<file path="src/rtl/ssvp_pkg.sv">
// shared constants and types of the sliced sample voice player
package ssvp_pkg;

  localparam int VOICES_DEF       = 8;
  // sample depth must be a power of two: sample addresses wrap by masking
  localparam int SAMPLE_DEPTH_DEF = 65536;
  localparam int MAX_SLICES_DEF   = 256;

  localparam logic [6:0] ROOT_NOTE = 7'd36;

  localparam int GAIN_W   = 7;
  localparam int SAMPLE_W = 16;
  localparam int POS_W    = 17;
  localparam int START_W  = 16;
  localparam int SLICE_W  = 8;
  localparam int MIX_W    = 26;
  localparam int NSL_W    = 9;

  localparam logic [2:0] MODE_TICK   = 3'd0;
  localparam logic [2:0] MODE_SAMPLE = 3'd1;
  localparam logic [2:0] MODE_SLICE  = 3'd2;
  localparam logic [2:0] MODE_ORDER  = 3'd3;
  localparam logic [2:0] MODE_NOTE   = 3'd4;

  // register select is paddr bit 2
  localparam logic REG_NUM_SLICES = 1'b0;
  localparam logic REG_MONO       = 1'b1;

  // one mixer beat: sample word arrives from memory this cycle
  typedef struct packed {
    logic              valid;
    logic [GAIN_W-1:0] gain;
  } mix_ctl_t;

endpackage

</file>
<file path="src/rtl/ssvp_mixer.sv">
// gain multiply and stereo accumulate, two stages
module ssvp_mixer (
  input  logic                     clk,
  input  logic                     rst_n,
  input  logic                     clear,
  input  ssvp_pkg::mix_ctl_t       ctl,
  input  logic [31:0]              word,
  input  logic                     mono,
  output logic                     busy,
  output logic [ssvp_pkg::MIX_W-1:0] acc_l,
  output logic [ssvp_pkg::MIX_W-1:0] acc_r
);

  localparam int PW = ssvp_pkg::GAIN_W + 1 + ssvp_pkg::SAMPLE_W;

  logic signed [ssvp_pkg::SAMPLE_W-1:0] left, right;
  logic signed [ssvp_pkg::GAIN_W:0]     gain_s;
  logic signed [PW-1:0]                 prod_l_r, prod_r_r;
  logic                                 pv_r;
  logic [ssvp_pkg::MIX_W-1:0]           acc_l_r, acc_r_r;

  assign left   = word[ssvp_pkg::SAMPLE_W-1:0];
  assign right  = mono ? word[ssvp_pkg::SAMPLE_W-1:0] : word[31:ssvp_pkg::SAMPLE_W];
  assign gain_s = {1'b0, ctl.gain};

  always_ff @(posedge clk) begin
    if (!rst_n) begin
      pv_r <= 1'b0;
    end else begin
      pv_r <= ctl.valid;
    end
    prod_l_r <= PW'(gain_s * left);
    prod_r_r <= PW'(gain_s * right);
  end

  always_ff @(posedge clk) begin
    if (clear) begin
      acc_l_r <= '0;
      acc_r_r <= '0;
    end else if (pv_r) begin
      // sums wrap within the mix width
      acc_l_r <= acc_l_r + ssvp_pkg::MIX_W'(prod_l_r);
      acc_r_r <= acc_r_r + ssvp_pkg::MIX_W'(prod_r_r);
    end
  end

  assign busy  = pv_r;
  assign acc_l = acc_l_r;
  assign acc_r = acc_r_r;

endmodule

</file>
<file path="config.mk">
export PLATFORM = sky130hd
export DESIGN_NAME = ssvp_mixer
export DESIGN_NICKNAME = d
export VERILOG_FILES = /design/src/rtl/ssvp_pkg.sv /design/src/rtl/ssvp_mixer.sv
export SDC_FILE = /design/constraint.sdc
export NUM_CORES = 1
export LEC_CHECK = 0
export ABC_CLOCK_PERIOD_IN_PS = 19300
export BUFFER_PORTS_ARGS = -buffer_cell sky130_fd_sc_hd__buf_2
export CAP_MARGIN = 20
export CORE_ASPECT_RATIO = 1.2
export CORE_UTILIZATION = 45
export CTS_BUF_LIST = sky130_fd_sc_hd__clkbuf_8 sky130_fd_sc_hd__clkbuf_16
export DETAILED_ROUTE_END_ITERATION = 16
export HOLD_SLACK_MARGIN = 0.06
export MAX_ROUTING_LAYER = met4
export PLACE_DENSITY_LB_ADDON = 0.05
export SLEW_MARGIN = 20
export SYNTH_ARGS = -nofsm -noshare
export SYNTH_HDL_FRONTEND = slang
export SYNTH_SLANG_ARGS = --single-unit
</file>
<file path="constraint.sdc">
create_clock -name clk -period 19.3 [get_ports clk]
set_input_delay 3.86 -clock clk [delete_from_list [all_inputs] [get_ports clk]]
set_output_delay 3.86 -clock clk [all_outputs]
set_load 0.02 [all_outputs]
</file>
Yosys cells after proc, flatten, opt, wreduce, memory -nomap -nowiden
Cells that the tools add are included.
{"block": "word_totals", "reg_bits": 101, "in_bits": 44, "out_inout_bits": 53, "elab_cells": 10}
{"block": "classes", "add_sub_neg": 2, "multipliers": 2, "mux": 1}
{"op": "26-bit adder", "count": 2}
{"op": "8-bit by 16-bit multiplier with 24-bit output", "count": 2}
{"op": "16-bit 2-to-1 mux", "count": 1}

Depth between registers and ports, before layout
{"block": "logic_depth", "depth_word": 2, "depth_mapped": 21, "depth_no_buf": 19}

Worst setup path before layout
Ideal clock, no wire load.
{"block": "synth_timing", "kind": "input-to-reg", "start": "input port mono", "end": "register prod_r_r[17]", "setup_time_ns": 0.072, "arrival_ns": 8.862, "required_time_ns": 19.228, "setup_slack_ns": 10.366, "path_stages": 19, "n_path_buf": 2, "cell_sequence": "clkbuf_1 -> buf_1 -> mux2i_1 -> nand2b_1 -> fa_1 -> fa_1 -> inv_1 -> fa_1 -> inv_1 -> fa_1 -> inv_1 -> ha_1 -> a21boi_0 -> o21ai_0 -> a211oi_1 -> o41ai_1 -> o21bai_1 -> a21oi_1 -> xnor2_1"}
{"block": "synth_via", "elab_chain_cells": 2}
{"element": "from (decl)", "line_no": "ssvp_mixer.sv:8", "source": "input logic mono,"}
{"element": "16-bit 2-to-1 mux", "line_no": "ssvp_mixer.sv:23", "source": "assign right = mono ? word[ssvp_pkg::SAMPLE_W-1:0] : word[31:ssvp_pkg::SAMPLE_W];"}
{"element": "8-bit by 16-bit multiplier with 24-bit output", "line_no": "ssvp_mixer.sv:33", "source": "prod_r_r <= PW'(gain_s * right);"}
{"element": "to (signal assigned)", "line_no": "ssvp_mixer.sv:33"}
{"element": "to (decl)", "line_no": "ssvp_mixer.sv:18", "source": "logic signed [PW-1:0] prod_l_r, prod_r_r;"}
No other way between the ends.
A chain may end at the register's enable or synchronous reset.

Final worst setup path
Same ends and word-level chain as after synthesis.

==> impl_results.md <==
- Root Driver: clkbuf_16
- Compound-cell area share of the yosys netlist: 0.116
- WL per Instance: around 15 um
- Syn Area/Cell: between 8 and 9 um2
- Static leakage: 7.61 nW
- Worst Tran Pin Value: 755 ps
- Crit path kind: primary input to flip-flop
- Syn Inst Count: about 1,600
- Die Area: just over 30,000 um2
- Synth warn: 0
- Tot GR Track Use: 0.210
- FFs w/ async S/R, synth: 0
- Crit-path most repeated cell: fa_1
- # setup viols final: 0
- Pwr/cell area: 134 nW/um2
- Slowest-stage cell, CP: mux2i_1
- First-pass GRT wire length: a little over 50,000 um
- Synth top area cells: fa_1 25%, dfxtp_1 15%, ha_1 14%
- HP Class: flip-flop to flip-flop
- Routability congestion estimate from global placement: approximately 0.85
- Post-Synth Adder-Cell Area: 0.389
- Simple-Gate Fraction of Synth Area: 0.182
- Rows: 69
- Initial Util: 0.460
- Final nets: about 2,000
- Ports: 97
- Vias in the first global route: about 11,000
- Post-CTS sizing: 0
- Final Max Slew Viols: 0
- Non-Filler Instances: ~2,000
- Largest family of logic cells by synthesized area: adder cells
- Slowest stage delay, CP: ~660 ps
- Core area: 29,800 um2
- Max Freq: between 100 and 150 MHz
- Worst-path fanout max: 16
- Clock Skew: 7.24 ps
- Vias per std cell: 5.14
- RSZ-0062 raised after global routing: no
- Hold_buf cts: 0
- CP arrival: roughly 9200 ps
- Share of layout cells above drive strength 1: 0.0821
- CTS tree: done
- Top cell type's share of synthesized area: 0.254
- Clock buffer depth: 2
- Post-Syn Nets: 1,923
- Peak VDD IR: 0.0706 mV
- Cell Chain, Critical Path: buf_2, mux2i_1, nor2b_1, fa_1, fa_1, inv_1, fa_1, fa_1, inv_1, ha_1, o21ai_0, a21boi_0, o21ai_0, a211oi_1, o41ai_1, o21bai_1, a21oi_1, xnor2_1
- Largest net degree at the start of global routing: 56
- Initial antenna violation count: 1
- Placed Cells: 2,007
- H-tree depth: 3
- Mapped Area: between 10,000 and 15,000 um2
- Hold Fails Final Rpt: 0
- ANT nets after route: 0
- Synthesized flop and latch total: between 100 and 150
- Sink Count: between 100 and 150
- Drt total wl: approximately 30,000 um
- DP HPWL: about 24,000 um
- Synth-to-layout area growth: 8.38%
- DRT iter0 DRCs: roughly 450
- Clock latency on the worst-skew pair: about 360 ps
- Die width: 161 um
- Critical Path RT: 19,580 ps
- Pre-antenna DRT Iters: 5
- Startpoint types: primary input
- Total clock buffers created by CTS: 9
- Worst setup EP type: flip-flop
- Sum of negative setup slack: 0 ps
- PortBufs: between 90 and 100
- Distinct cells, synth: 63
- Layout Utilization: 0.499
- Post-CTS Setup Bufs: 0
- Outcome: finished clean
- Min Tclk post-route: about 8900 ps
- Post-synth top flop: dfxtp_1
- DR DRC count: 0
- Final period util: 0.463
- Mux cell area share after synthesis: 0.0334
- Total grt overflow: 0
- Via count: 10,400
- Xor/xnor cell area share of the yosys netlist: 0.0492
- Max cap viols: 0
- Slew Limit Headroom: 0.482
- Area leader, netlist: fa_1
- Die Y: 193 um
- Seq/Total Area, Yosys: 0.147
- Clk slew on worst S/H paths: about 70 ps
- EDFF count, synth: 0
worst paths after layout:
check             cells after the start                endpoint  slack [ps]              startpoint
hold reg to reg                       2  acc_l[20]$_SDFFE_PP0P_         490  acc_l[20]$_SDFFE_PP0P_
setup reg to reg                     10  acc_l[25]$_SDFFE_PP0P_       16080   acc_l[1]$_SDFFE_PP0P_
setup / recovery                     18    prod_r_r[17]$_DFF_P_       10360                    mono
hold / removal                        2  acc_l[20]$_SDFFE_PP0P_         490  acc_l[20]$_SDFFE_PP0P_
metal layers:
layer | global-route usage | wire, um | up-vias
li1 | - | - | 5185
met1 | 0.294 | 15000 | 5050
met2 | 0.327 | 13700 | 158
met3 | 0.0227 | 871 | 15
met4 | 0.0423 | 275 | 0
met5 | - | 0 | -
worst max-delay path: cells and delay by family:
kind | cells | cell delay, ps
AO/OA/AOI/OAI | 7 | 1710
adder cells (fa/ha/maj) | 5 | 2200
buffers and inverters | 3 | 470
XOR/XNOR | 1 | 140
multiplexers | 1 | 660
AND/OR/NAND/NOR | 1 | 160
layout by cell type (no fill, tap or decap), drive strengths merged, types with 78 or more instances in the layout:
master,count
ha,148
nand2,85
inv,262
and2,108
dfxtp,101
nor2b,92
a21oi,78
buf,99
fa,174
nor2,83
cells by family after synthesis:
kind of cell    after synthesis
simple gates                471
fa+ha+maj                   322
buf+inv                     301
compound gates              240
flops                       101
mux                          45
xor+xnor                     77
final cells by class:
class	instances	area, um2
clock inverter	6	61.3
fill	2944	14900
clock buffer	10	239
antenna	1	2.50
sequential	101	2020
inverter	262	983
timing repair buffer	99	503
multi-input combinational	1155	10600
tap	390	488
stage by stage:
stage	cell area [um2]	power (mW)	hold WS, ps	worst slack [ps]
final	14900	2.00	487	10360
after global routing	14900	2.24	526	9930
after CTS	14900	2.02	492	10350
after detailed placement	14600	1.82	482	9990
after global placement	14600	1.81	470	10250
after floorplan	13700	1.50	551	10370
sequential cells by signal, indices dropped and copies added (netlist names):
| signal | flops |
|---|---|
| acc_r | 26 |
| prod_r_r | 24 |
| acc_l | 26 |
| busy | 1 |
| prod_l_r | 24 |
report_power, final:
part           internal (mW)  total, mW  leakage, nW  switching, mW
clock                  0.104      0.187        0.154         0.0832
combinational          0.636       1.46         6.62          0.827
sequential             0.298      0.348        0.839         0.0500
total                   1.04       2.00         7.61          0.960
synthesized netlist by cell type, types with 3 or more instances:
cell type,count
or3_1,8
nand2_1,85
a211oi_1,12
xnor2_1,52
nand3b_1,4
o21bai_1,9
a221o_1,4
ha_1,148
buf_1,7
o22ai_1,3
nand2b_1,20
and4_1,4
a21oi_1,77
o21a_1,9
inv_1,260
a211o_1,3
nand3_1,22
clkbuf_1,32
nor2b_1,92
a21o_1,37
fa_1,174
mux2_2,5
o41ai_1,3
nor3_1,19
nand4_1,5
and3_1,14
o31ai_1,5
o21ai_1,4
a31o_2,3
mux2i_1,39
o211ai_1,3
dfxtp_1,101
and2_1,108
xor2_1,25
nor2_1,83
o21ai_0,34
a31oi_1,10
(Power assumes the default switching activity.)
